File: config.mk
export PLATFORM = sky130hd
export DESIGN_NAME = rcd_ram
export DESIGN_NICKNAME = d
export VERILOG_FILES = /design/src/sv/rcd_ram.sv
export SDC_FILE = /design/constraint.sdc
export NUM_CORES = 2
export LEC_CHECK = 0
export BUFFER_PORTS_ARGS = -buffer_cell sky130_fd_sc_hd__buf_2
export CAP_MARGIN = 25
export CORE_ASPECT_RATIO = 0.8
export CORE_MARGIN = 2
export CORE_UTILIZATION = 41
export CTS_BUF_LIST = sky130_fd_sc_hd__clkbuf_8
export DETAILED_ROUTE_END_ITERATION = 10
export GPL_ROUTABILITY_DRIVEN = 1
export PLACE_DENSITY = 0.51
export SETUP_SLACK_MARGIN = 0.15
export SYNTH_ARGS = -nofsm -noshare
export SYNTH_HDL_FRONTEND = slang
export SYNTH_SLANG_ARGS = --single-unit
File: constraint.sdc
create_clock -name clk -period 3.8 [get_ports clk]
set_input_delay 0.38 -clock clk [delete_from_list [all_inputs] [get_ports clk]]
set_output_delay 0.38 -clock clk [all_outputs]
set_load 0.05 [all_outputs]
File: src/sv/rcd_ram.sv
// Generic single-port-write, single-port-read RAM with a registered read.
// No dependencies.
module rcd_ram #(
  parameter int WIDTH = 4,
  parameter int DEPTH = 1024,
  localparam int AW = $clog2(DEPTH)
) (
  input  logic             clk,
  input  logic             we,
  input  logic [AW-1:0]    waddr,
  input  logic [WIDTH-1:0] wdata,
  input  logic [AW-1:0]    raddr,
  output logic [WIDTH-1:0] rdata
);

  logic [WIDTH-1:0] mem [DEPTH];

  // Write port and registered read port.
  always_ff @(posedge clk) begin
    if (we) begin
      mem[waddr] <= wdata;
    end
    rdata <= mem[raddr];
  end

endmodule

* After elaboration in Yosys (flattened, before gate mapping)
Memory sizes are Yosys's and may differ from the RTL's. A register that Yosys moved wholly into a read port is not among the register bits.
Index checks and enable logic that the tools add are counted.
Widths: inputs -> output; s select.
** Cells by class
- Mux-type cells :: 2
** Operators by type and width (count)
- $mux 1 :: 2
** Storage, ports and cells
- Flip-flop bits (word level) :: 0
- RAM bits :: 4096
- Bits of input ports :: 26
- Output and inout bits :: 4
- Word-level logic and storage cells :: 3
- Memories :: 1
** Memories
- mem :: depth 1024, width 4, read ports 1, clocked after memory_dff 1, wr ports 1, line 16 : logic [WIDTH-1:0] mem [DEPTH];

* Logic depth before layout (Yosys ltp)
- Depth after elaboration :: 2
- Gate-level depth with buffers :: 17
- Gate-level depth less buffers :: 8

* Worst setup path before layout
Ideal clock, no wire load.
- Path type :: input -> register
- From :: in raddr[0]
- To :: reg rdata[2], read port of mem
- Library setup time :: 0.130 ns
- Data arrival time :: 2.832 ns
- Required time :: 3.670 ns
- Setup slack :: 0.838 ns
- Stages :: 12
- Buffers on the path :: 5
- Path through :: buf_6 buf_6 buf_6 buf_4 buf_2 mux4_2 a22oi_1 a21oi_1 nor4_1 a211oi_1 o41ai_1 nand4_1
** RTL lines
- start, declared :: line 12 : input logic [AW-1:0] raddr,
- end, declared :: line 13 : output logic [WIDTH-1:0] rdata

==> results.md <==
| Parameter | Reported |
|---|---|
| Worst-path cell chain | mux4_2 -> mux4_2 -> a211oi_1 -> nand2_1 -> and3_1 -> o41ai_1 -> nand4_1 |
| Largest net degree at the start of global routing | 165 |
| Synthesized instance count | 8,290 |
| Share of synthesized flip-flops with an asynchronous set or reset | 0 |
| Clk pin slew, worst setup/hold paths | 0.07 ns |
| Final Wtd Congestion | 0.830 |
| Boundary Pins | 30 |
| Clock tree from TritonCTS | built |
| Stage delay of the slowest cell on the critical path | 0.85 ns |
| Number of DRC markers after the initial detailed-route iteration | 12,400 |
| Leading cell type by number of instances after synthesis | edfxtp_1 |
| Die span in x | 707 um |
| Avg Inst Size Synth | 19.6 sq um |
| Overall power of the completed layout | 90.5 mW |
| Post-route antenna net violation count | 0 |
| Sequential share of the synthesized area | 0.759 |
| Utilization of the core after routing | 0.470 |
| Post-synth top area cell | edfxtp_1 |
| Final Hold Viols | 0 |
| Class of the tightest hold or removal check | in2reg |
| Die height | 566 um |
| Leakage | 58.5 nW |
| Transition time at the pin with the least slew margin | 1.05 ns |
| Cell type with the highest occurrence count on the critical path | mux4_2 |
| Type of destination of the critical path | flop |
| Total non-filler cell area in the finished layout | 185,000 sq um |
| Worst relative slew slack | 0.295 |
| Initial cell density of the core | 0.412 |
| Final critical path time including I/O delays and setup | 3.48 ns |
| Setup ws final | 0.316 ns |
| Worst slack on hold paths | 0.212 ns |
| Number of buffers added by the clock tree synthesis step | 646 |
| Critical path required time | 4.91 ns |
| Number of placement rows | 206 |
| Number of clock sinks | 4,100 |
| Share of the synthesized area in the top cell type | 0.759 |
| Layout Nets | 9,076 |
| Max clock buf depth | 4 |
| Power density over cell area | 490 nW/um^2 |
| Compound-Gate Fraction of Synth Area | 0.0296 |
| Prevailing post-synth register cell | edfxtp_1 |
| Antenna violations before repair | 65 |
| Remaining Overflow, GRT | 0 |
| Per-cell via count in the routed design | 5.94 |
| Multiplexer fraction of the synthesized cell area | 0.152 |
| Final setup skew | 0.0590 ns |
| Simple-gate area share of the yosys netlist | 0.0399 |
| Pre-CTS worst setup slack | -0.313 ns |
| Wire length of the first global-routing pass | 695,000 um |
| Crit path launch type | flop |
| Nets in the synthesized netlist | 8,316 |
| Final worst-path cycle share | 0.917 |
| Total DRC errors in the routed layout | 0 |
| Fraction of layout cells with a size suffix above 1 | 0.257 |
| Die Footprint | 400,000 sq um |
| Sequential power share | 0.550 |
| Status | finished, final reports clean |
| Max Cap Violations | 0 |
| Via count of the first global-routing pass | 87,300 |
| Wirelength per Cell | 34.0 um |
| Layout area overhead | 14.1% |
| Max Transition Viols Final | 0 |
| Buffer cell driving the clock tree root | clkbuf_8 |
| Placed inst area | 173,000 sq um |
| Layout filler cell count | 32,700 |
| Xor and xnor area share after synthesis | 0 |
| Number of synthesized register bits | 4,100 |
| Critical-path top delay cell | a211oi_1 |
| Level count of the clock H-tree | 6 |
| Clk network pwr share | 0.391 |
| Peak Freq | 287 MHz |
| Floorplan core area | 394,000 sq um |
| Logic pwr share | 0.059 |
| Pint | 69.1 mW |
| Critical Path Fanout Max | 2 |
| Final Routed Wirelength | 502,000 um |
| Net switching power of the design | 21.5 mW |
| Share of total power consumed by net switching | 0.237 |
| Global routing usage summed across all routing layers | 0.246 |
| RSZ-0062 raised after global routing | false |
| Maximum ir drop on the vdd rail | 357 uV |
| Detail Placement HPWL | 311,000 um |
| Arithmetic-cell share of the synthesized area counting full adders, half adders and majority gates | 0 |
| Number of failing setup endpoints in the final timing report | 0 |
| Netlist area before placement | 162,000 sq um |
| Number of warnings issued by yosys | 0 |
| Number of enable flip-flop cells after synthesis | 4,096 |
| Most frequent cells after synthesis | edfxtp_1, nor2_1, mux4_2, mux2i_1, clkbuf_1 |
| Clk Latency, worst-skew pair | 1.27 ns |
| Number of optimization iterations in the first detailed-route pass | 6 |
| Type of the setup path with the least slack | reg2reg |
| Number of distinct standard cells referenced by the synthesized netlist | 76 |
| Setup fix buffers added after clock tree synthesis | 0 |
| Largest cells by area after synthesis | edfxtp_1, mux4_2, mux2i_1 |
| Combinational family with the most area after synthesis | multiplexers |
| I/O Buffers | 29 |
| Arrival time reported for the critical path endpoint | 4.59 ns |
| Via count | 87,700 |
==> logic make-up after synthesis <==
group / after synthesis
AO/OA/AOI/OAI: 674
buffers and inverters: 597
flip-flops: 4100
multiplexers: 1359
AND/OR/NAND/NOR: 1560
==> final timing paths <==
check | endpoint | cells after the start | slack (ns) | from
setup / recovery | rdata[2]$_DFF_P_ | 7 | 0.32 | mem[772][2]$_DFFE_PP_
setup reg to reg | rdata[2]$_DFF_P_ | 7 | 0.32 | mem[772][2]$_DFFE_PP_
hold / removal | mem[309][2]$_DFFE_PP_ | 2 | 0.21 | wdata[2]
hold reg to reg | rdata[3]$_DFF_P_ | 4 | 1.10 | mem[743][3]$_DFFE_PP_
==> registers in the layout (all words and copies together), names as in the netlist <==
register / flops
mem: 4096
rdata: 4
==> metal layers <==
layer,share of wire,up-vias,routed length (um),track usage
met1,0.43,46700,215000,0.371
met5,0.000028,-,14,0
li1,-,35500,-,-
met3,0.10,655,52200,0.0562
met4,0.024,4,12000,0.0621
met2,0.44,4780,222000,0.363
==> layout make-up <==
| class | instances | area, sq um | share of cell area |
|---|---|---|---|
| clock buffer | 656 | 9030 | 0.0488 |
| inverter | 6 | 40.0 | 0.000216 |
| timing repair buffer | 703 | 7220 | 0.0390 |
| antenna | 14 | 35.0 | 0.000189 |
| tap | 5200 | 6510 | 0.0352 |
| clock inverter | 483 | 2760 | 0.0149 |
| multi-input combinational | 3593 | 36300 | 0.196 |
| sequential | 4100 | 123000 | 0.665 |
==> power groups by stage <==
stage | Sequential [mW] | Clock (mW) | Combinational, mW
finish | 49.8 | 35.4 | 5.38
global route | 49.8 | 37.9 | 5.61
CTS | 49.8 | 36.0 | 5.39
detailed placement | 50.8 | 0 | 5.35
global placement | 50.8 | 0 | 5.30
floorplan | 50.8 | 0 | 2.43
==> metrics by stage <==
| stage | setup TNS (ns) | instances |
|---|---|---|
| finish | 0 | 14800 |
| global route | 0 | 14700 |
| CTS | 0 | 14700 |
| detailed placement | -0.920 | 13600 |
| global placement | -1.48 | 13600 |
| floorplan | 0 | 8290 |
==> cell usage in the layout (no fill, tap or decap), drive strengths merged, types with 7 or more instances in the layout <==
master / n
mux4: 875
diode: 14
a22oi: 80
a31oi: 11
o41ai: 7
nor3b: 8
o221ai: 168
clkbuf: 656
a211oi: 13
a221oi: 29
a21oi: 129
dlygate4sd3: 23
a2111oi: 10
nand3: 62
buf: 680
inv: 233
a22o: 11
clkinv: 223
clkinvlp: 16
o22ai: 89
nor2b: 15
bufinv: 17
mux2: 23
and2: 9
mux2i: 461
nand2b: 12
edfxtp: 4096
or2: 10
nor3: 100
nor4: 21
nor2: 1103
o21ai: 68
and3: 12
nand4: 12
nand2: 166
o2111ai: 9
==> worst max-delay path, delay by kind of cell (launching register included) <==
family | cells | cell delay, ns
AO/OA/AOI/OAI | 2 | 1.20
flip-flops | 1 | 0.39
multiplexers | 2 | 0.97
AND/OR/NAND/NOR | 3 | 0.83
==> repair_timing <==
item | CTS | global route
endpoints found under the setup margin | 0 | 1
gates resized for setup | 0 | 1
hold buffers | 23 | 0
endpoints found under the hold margin | 1839 | 0
(Power assumes the default switching activity.)
