<file path="src/sv/rcd_pkg.sv">
// Shared types and constants for the grid raycaster.
// Used by the divider unit and by the top level; no dependencies.
package rcd_pkg;

  // Configuration port layout and register indexes.
  localparam int CFG_IDX_W  = 3;
  localparam int CFG_DATA_W = 21;
  localparam logic [CFG_IDX_W-1:0] CFG_POS_X    = 3'd0;
  localparam logic [CFG_IDX_W-1:0] CFG_POS_Y    = 3'd1;
  localparam logic [CFG_IDX_W-1:0] CFG_DIR_X    = 3'd2;
  localparam logic [CFG_IDX_W-1:0] CFG_DIR_Y    = 3'd3;
  localparam logic [CFG_IDX_W-1:0] CFG_PLANE_X  = 3'd4;
  localparam logic [CFG_IDX_W-1:0] CFG_PLANE_Y  = 3'd5;
  localparam logic [CFG_IDX_W-1:0] CFG_SCREEN_W = 3'd6;
  localparam logic [CFG_IDX_W-1:0] CFG_SCREEN_H = 3'd7;

  // Request opcodes.
  localparam logic OP_WRITE = 1'b0;
  localparam logic OP_CAST  = 1'b1;

  // Ray components are signed Q2.14 widened by the plane term.
  localparam int RAY_W  = 28;
  localparam int ARAY_W = 27;
  // Widest divisor: a ray magnitude or the wall span.
  localparam int DIV_DW = 27;
  // Wall span width (height times 2^16 over the distance).
  localparam int SPAN_W = 27;

  // Saturation limits of the result fields.
  localparam logic [23:0] DIST_MAX  = 24'hFFFFFF;
  localparam logic [21:0] STEP_MAX  = 22'h3FFFFF;
  localparam logic [20:0] START_MAX = 21'h1FFFFF;
  localparam logic [4:0]  SHADE_MOD = 5'd23;

  // Status of the shared divider.
  typedef struct packed {
    logic busy;
    logic done;
    logic rem_nz;
  } div_stat_t;

  // Shade from the integer part of the distance: (23 - v mod 23) / 2.
  // The quotient by 23 uses 713 / 2^14, which is exact for 8-bit values.
  function automatic logic [3:0] shade_of(input logic [7:0] v);
    logic [17:0] m;
    logic [3:0]  q;
    logic [8:0]  qm;
    logic [4:0]  r;
    logic [4:0]  d;
    m  = {10'd0, v} * 18'd713;
    q  = m[17:14];
    qm = {5'd0, q} * 9'd23;
    r  = 5'({1'b0, v} - qm);
    d  = SHADE_MOD - r;
    return d[4:1];
  endfunction

endpackage

</file>
<file path="src/sv/rcd_div.sv">
// Restoring unsigned divider, one quotient bit per cycle.
// Depends on rcd_pkg for the status struct.
module rcd_div import rcd_pkg::*; #(
  parameter int NW = 38,
  parameter int DW = 27
) (
  input  logic          clk,
  input  logic          rst_n,
  input  logic          start,
  input  logic [NW-1:0] num,
  input  logic [DW-1:0] den,
  output logic [NW-1:0] quo,
  output div_stat_t     stat
);

  localparam int CW = $clog2(NW + 1);

  logic [NW-1:0] acc_r;
  logic [DW-1:0] rem_r;
  logic [DW-1:0] den_r;
  logic [CW-1:0] cnt_r;
  logic          busy_r;
  logic          done_r;
  logic [DW:0]   trial;
  logic [DW:0]   diff;
  logic          ge;

  // Shift the next dividend bit into the partial remainder and try the subtract.
  assign trial = {rem_r, acc_r[NW-1]};
  assign diff  = trial - {1'b0, den_r};
  assign ge    = trial >= {1'b0, den_r};

  // Iteration control.
  always_ff @(posedge clk) begin
    if (!rst_n) begin
      busy_r <= 1'b0;
      done_r <= 1'b0;
      cnt_r  <= '0;
    end else begin
      done_r <= 1'b0;
      if (start) begin
        busy_r <= 1'b1;
        cnt_r  <= CW'(NW);
      end else if (busy_r) begin
        cnt_r <= cnt_r - 1'b1;
        if (cnt_r == CW'(1)) begin
          busy_r <= 1'b0;
          done_r <= 1'b1;
        end
      end
    end
  end

  // Datapath: the dividend register fills with quotient bits from the right.
  always_ff @(posedge clk) begin
    if (start) begin
      acc_r <= num;
      rem_r <= '0;
      den_r <= den;
    end else if (busy_r) begin
      rem_r <= ge ? diff[DW-1:0] : trial[DW-1:0];
      acc_r <= {acc_r[NW-2:0], ge};
    end
  end

  assign quo         = acc_r;
  assign stat.busy   = busy_r;
  assign stat.done   = done_r;
  assign stat.rem_nz = rem_r != '0;

endmodule

</file>
<file path="config.mk">
export PLATFORM = sky130hd
export DESIGN_NAME = rcd_div
export DESIGN_NICKNAME = d
export VERILOG_FILES = /design/src/sv/rcd_pkg.sv /design/src/sv/rcd_div.sv
export SDC_FILE = /design/constraint.sdc
export NUM_CORES = 1
export LEC_CHECK = 0
export BUFFER_PORTS_ARGS = -buffer_cell sky130_fd_sc_hd__buf_2
export CAP_MARGIN = 0
export CORE_MARGIN = 5
export CORE_UTILIZATION = 60
export DETAILED_ROUTE_END_ITERATION = 12
export PLACE_DENSITY = 0.89
export SYNTH_ARGS = -nofsm -noshare
export SYNTH_HDL_FRONTEND = slang
export SYNTH_SLANG_ARGS = --single-unit
</file>
<file path="constraint.sdc">
create_clock -name clk -period 4.53 [get_ports clk]
set_clock_uncertainty 0.2 [all_clocks]
set_input_delay 1.359 -clock clk [delete_from_list [all_inputs] [get_ports clk]]
set_output_delay 1.359 -clock clk [all_outputs]
set_load 0.02 [all_outputs]
</file>
; ---- Yosys cells after proc, flatten, opt, wreduce, memory -nomap -nowiden
; Index checks and enable logic that the tools add are counted.
[word_totals]
register_bits = 100
wordCells = 26
out_inout_bits = 41
input_bits = 68
[classes]
reduce_logical = 4
n_addsub = 2
eq_ne = 1
muxes = 9
order_cmp = 1
bitwise = 2
[op_table]
columns = op, n
row1 = 38-bit two-way mux, 2
row2 = 28-bit by 27-bit >= comparator with 1-bit output, 1
row3 = 27-bit two-way mux, 1
row4 = 27-bit nonzero test, 1
row5 = 27-bit subtractor, 1
row6 = 6-bit two-way mux, 2
row7 = "6-bit by 1-bit == test with 1-bit output, second input constant", 1
row8 = "6-bit by 1-bit subtractor with 6-bit output, second input constant", 1
row9 = 1-bit two-way mux, 4
row10 = 3-bit OR reduction, 1
row11 = 1-bit inverter, 2
row12 = 2-bit nonzero test, 1
row13 = 2-bit OR reduction, 1

; ---- Depth between registers and ports, before layout
[depth]
word_depth = 4
depth_mapped = 13
ltp_nobuf = 12

; ---- Worst setup path before layout
; OpenSTA, ideal clock, no wires.
[synth_path]
path_type = input-to-reg
start = in start
end = reg acc_r[0] (netlist: quo[0]) (enable)
stages = 4
n_path_buf = 2
arrival_time_ns = 2.584
setup_ns = 0.392
slack_ns = 1.354
required_time_ns = 3.938
path_cell_list = clkbuf_1 nor2_1 clkbuf_1 inv_1
[synth_via]
elab_chain_len = 1
[synth_lines]
columns = item, line
row1 = start: declaration, rcd_div.sv:9  ; input logic start,
row2 = 2-bit nonzero test (no line), -
row3 = end signal: assignment, rcd_div.sv:57  ; acc_r <= num;
row4 = end signal: assignment, rcd_div.sv:62  ; acc_r <= {acc_r[NW-2:0], ge};
row5 = end: declaration, rcd_div.sv:18  ; logic [NW-1:0] acc_r;
; No other way between the ends.
; A chain may end at the register's enable or synchronous reset.

; ---- Worst setup path after layout
[layout_path]
start = reg acc_r[37] (netlist: quo[37])
end = reg rem_r[20]
[layout_via]
elab_chain_len = 2
word_cells_on_any_way = 3
cone_classes = 1 x add/sub / 1 x order compare / 1 x mux
[layout_lines]
columns = item, line
row1 = 27-bit subtractor / 28-bit by 27-bit >= comparator with 1-bit output (equally long branches), "rcd_div.sv:30, rcd_div.sv:31"
row2 = 27-bit two-way mux *, rcd_div.sv:61  ; rem_r <= ge ? diff[DW-1:0] : trial[DW-1:0];
row3 = end signal: assignment, rcd_div.sv:61
row4 = end: declaration, rcd_div.sv:19  ; logic [DW-1:0] rem_r;
; Mark *: on every way between the ends. The rest lies on a longest branch, timed or not.

==> results.py <==
metrics = {
    "grt": {
        "grt_pass1_vias": 4337,
        "grt-ovfl-total": 0,
        "grt_max_degree": 47,
        "grt_usage": 0.229,
        "grt_pass1_wl_um": 21000,
        "antenna_found_initial": 0,
    },
    "worst_setup_path": {
        "crit_required_ns": 4.63,
        "slowest_stage": "fa_1",
        "cp_slowest_stage_delay_ns": 0.44,
        "r2r_setup_slack_ns": 1.13,
        "critPathBufInv": 1,
        "crit_type": "flip-flop to flip-flop",
        "arrival_ns": 3.50,
        "crit_chain": "inv_1 -> ha_1 -> fa_1 -> nor2b_4 -> o2111ai_2 -> a31oi_1 -> o21a_1 -> a2111oi_2 -> o21bai_4 -> nand2b_1 -> o21ai_0",
        "critPathLaunchType": "flip-flop",
        "rr_worst_depth": 11,
        "timing.rr.start": "quo[37]$_DFFE_PP_",
        "path_delay_family": "compound AO/OA/AOI/OAI gates",
        "cp-end-kind": "flip-flop",
        "r2r-end": "rem_r[20]$_SDFFE_PP0P_",
        "crit_fanout": 43,
    },
    "worst_hold_path": {
        "min_path_cells": 2,
        "hp-class": "flip-flop to flip-flop",
        "whs_endpoint": "rem_r[3]$_SDFFE_PP0P_",
        "hp-start": "rem_r[3]$_SDFFE_PP0P_",
    },
    "timing": {
        "final-setup-viol-count": 0,
        "fin_crit_ns": 3.40,
        "hold_viol_final": 0,
        "tns_ns": 0,
        "hold-worst-slack_ns": 0.325,
        "rsz0062_at_grt": "no",
        "fmax_mhz": 294,
        "layout_worst_path_cycle_share": 0.751,
        "worstMarginPinSlew_ns": 0.989,
        "drv_slew": 0,
        "slew_headroom": 0.339,
    },
    "clock_tree": {
        "cts_buffers": 9,
        "htreeDepth": 3,
        "postCtsResizedCells": 0,
        "postCtsSetupRepairBufs": 0,
        "hold_buffers": 0,
        "cts_max_path_buffers": 2,
        "clock_sinks": 100,
        "clkTransAtPathRegs_ns": 0.11,
        "tritoncts": "yes",
        "root_buffer": "clkbuf_8",
        "insertion_delay_ns": 0.38,
    },
    "logic_synthesis": {
        "netlist_instances": 505,
        "yosysUniqueCellTypes": 59,
        "ys_warn_count": 0,
        "synth_top_area_share": 0.357,
        "yosys-top-cells-area": "edfxtp_1, dfxtp_1, mux2_2, ha_1, nor2_1",
        "avgSynthCellArea_um2": 10.8,
        "synth_top_cell_by_area": "edfxtp_1",
        "async_flop_share": 0,
        "synth_seq_cells": 100,
        "syn-cell-area_um2": 5470,
        "synth_nets": 603,
        "synth-edff-count": 65,
        "synth_top_flop_cell": "edfxtp_1",
        "yosysSeqAreaShare": 0.485,
    },
    "finish": {
        "nNetsFinal": 704,
        "antenna-diode-count": 0,
        "drive_gt1_frac": 0.291,
        "final_cells": 719,
        "nFillCells": 612,
        "synthToLayoutAreaGrowth_pct": 14.3,
    },
    "place": {
        "dp_hpwl_um": 9150,
        "dpl.cell_count": 703,
        "finalWeightedCongestion": 0.923,
        "io_buffers": 108,
    },
    "route": {
        "drc_errors": 0,
        "viasPerCell": 5.97,
        "drtIter0Drc": 269,
        "num_vias": 4293,
        "antenna_left": 0,
        "drt_pass1_iterations": 5,
        "wl_per_cell_um": 17.3,
        "wirelength_um": 12500,
    },
    "die": {
        "die-area_um2": 11100,
        "core_um2": 8810,
        "io_pins": 109,
        "initial_core_util": 0.621,
        "rows": 34,
        "die_h_um": 105,
        "die_x_um": 105,
    },
    "status": {
        "outcome": "finished clean",
    },
    "power_and_ir_drop": {
        "power.leakage_nw": 2.70,
        "powerDensity_nw_per_um2": 343,
        "peakVddDrop_mv": 0.236,
    },
    "job": {
        "maxCapViolCount": 0,
    },
}
-- kinds of logic (layout without fill, tap and decap cells) --
family	count (synthesis)	after routing	share of synthesized area
compound gates	132	132	0.166
xor+xnor	26	26	0.0416
fa+ha+maj	30	30	0.0700
buf+inv	59	165	0.0469
flops	100	100	0.485
mux	42	42	0.0858
simple gates	116	116	0.105
-- routing by layer --
metal / routed length [um] / GRT usage / part of all wire
met5: 0 / 0 / 0
met4: 105 / 0.0450 / 0.0084
met3: 1070 / 0.0770 / 0.085
met2: 5930 / 0.386 / 0.48
met1: 5370 / 0.290 / 0.43
-- worst max path at each step --
stage | startpoint | end | slack [ns] | cells after the start
2_1_floorplan | start | quo[0]$_DFFE_PP_ | 1.35 | 4
5_1_grt | quo[37]$_DFFE_PP_ | rem_r[2]$_SDFFE_PP0P_ | 0.84 | 12
3_3_place_gp | quo[37]$_DFFE_PP_ | rem_r[11]$_SDFFE_PP0P_ | 1.34 | 11
3_5_place_dp | quo[37]$_DFFE_PP_ | rem_r[24]$_SDFFE_PP0P_ | 1.18 | 11
6_report | quo[37]$_DFFE_PP_ | rem_r[20]$_SDFFE_PP0P_ | 1.13 | 11
4_1_cts | quo[37]$_DFFE_PP_ | rem_r[24]$_SDFFE_PP0P_ | 1.13 | 11
-- synthesized netlist by cell type (3+ instances only) --
library cell	count
mux2_2	39
nor2b_1	5
nor3_1	8
nand3_1	5
and4_1	5
o21ai_1	3
xnor2_1	15
a31oi_1	5
edfxtp_1	65
dfxtp_1	35
buf_4	4
o21a_1	7
a21o_1	13
a32oi_1	9
nand2_1	21
a211oi_1	14
clkbuf_1	12
o21ai_0	24
inv_1	35
buf_2	3
nand2b_1	5
xor2_1	11
a21oi_1	31
ha_1	29
nor4_1	8
mux2i_1	3
nand4_1	6
nor2_1	44
-- registers in the layout, indices dropped and copies added, names as in the netlist --
signal and count:
quo 38, den_r 27, rem_r 27, cnt_r 6, busy_r 1, done_r 1
-- worst reg2reg max path, stage by stage (launching register included) --
cell and delay, ns:
edfxtp_1 0.38, inv_1 0.06, ha_1 0.22, fa_1 0.44, nor2b_4 0.17, o2111ai_2 0.13
a31oi_1 0.30, o21a_1 0.26, a2111oi_2 0.09, o21bai_4 0.42, nand2b_1 0.42, o21ai_0 0.23
-- placed cells by master, fill, tap and decap left out, types with 3 or more instances in the layout --
cell type / Yosys / final
nand3_1: 5 / 5
a211oi_1: 14 / 14
buf_4: 4 / 7
nor3_1: 8 / 8
nand2b_1: 5 / 5
nand2_1: 21 / 21
xor2_1: 11 / 11
ha_1: 29 / 29
mux2i_1: 3 / 3
xnor2_1: 15 / 15
a32oi_1: 9 / 9
buf_2: 3 / 107
nor4_1: 8 / 8
a31oi_1: 5 / 5
nor2b_1: 5 / 5
o21a_1: 7 / 7
edfxtp_1: 65 / 65
mux2_2: 39 / 39
o21ai_1: 3 / 3
dfxtp_1: 35 / 35
inv_6: 0 / 3
inv_1: 35 / 35
o21ai_0: 24 / 24
a21oi_1: 31 / 31
and4_1: 5 / 5
nand4_1: 6 / 6
a21o_1: 13 / 13
clkbuf_8: 0 / 9
nor2_1: 44 / 44
-- stage by stage --
step	util	cell area [um2]	total power, mW	setup slack [ns]
floorplan	-	5470	1.46	1.35
global placement	0.689	6070	1.58	1.34
detailed placement	0.689	6070	1.60	1.18
CTS	0.710	6250	2.15	1.13
global route	0.710	6250	2.25	0.841
finish	0.710	6250	2.14	1.13
-- report_power, final --
| part | leakage (nW) | switching (mW) | internal, mW |
|---|---|---|---|
| Combinational | 1.68 | 0.277 | 0.204 |
| Sequential | 0.934 | 0.0488 | 1.06 |
| Clock | 0.0917 | 0.342 | 0.214 |
-- area by class of cell --
class | instances | area [um2] | area share
flip-flops and latches | 100 | 2650 | 0.424
multi-input cells | 346 | 2560 | 0.410
repair buffers | 114 | 588 | 0.0941
well taps | 108 | 135 | 0.0216
inverters | 35 | 131 | 0.0210
clock buffers | 10 | 128 | 0.0204
clock inverters | 6 | 56.3 | 0.00901
Note: power is estimated with default switching activity, not from simulation.
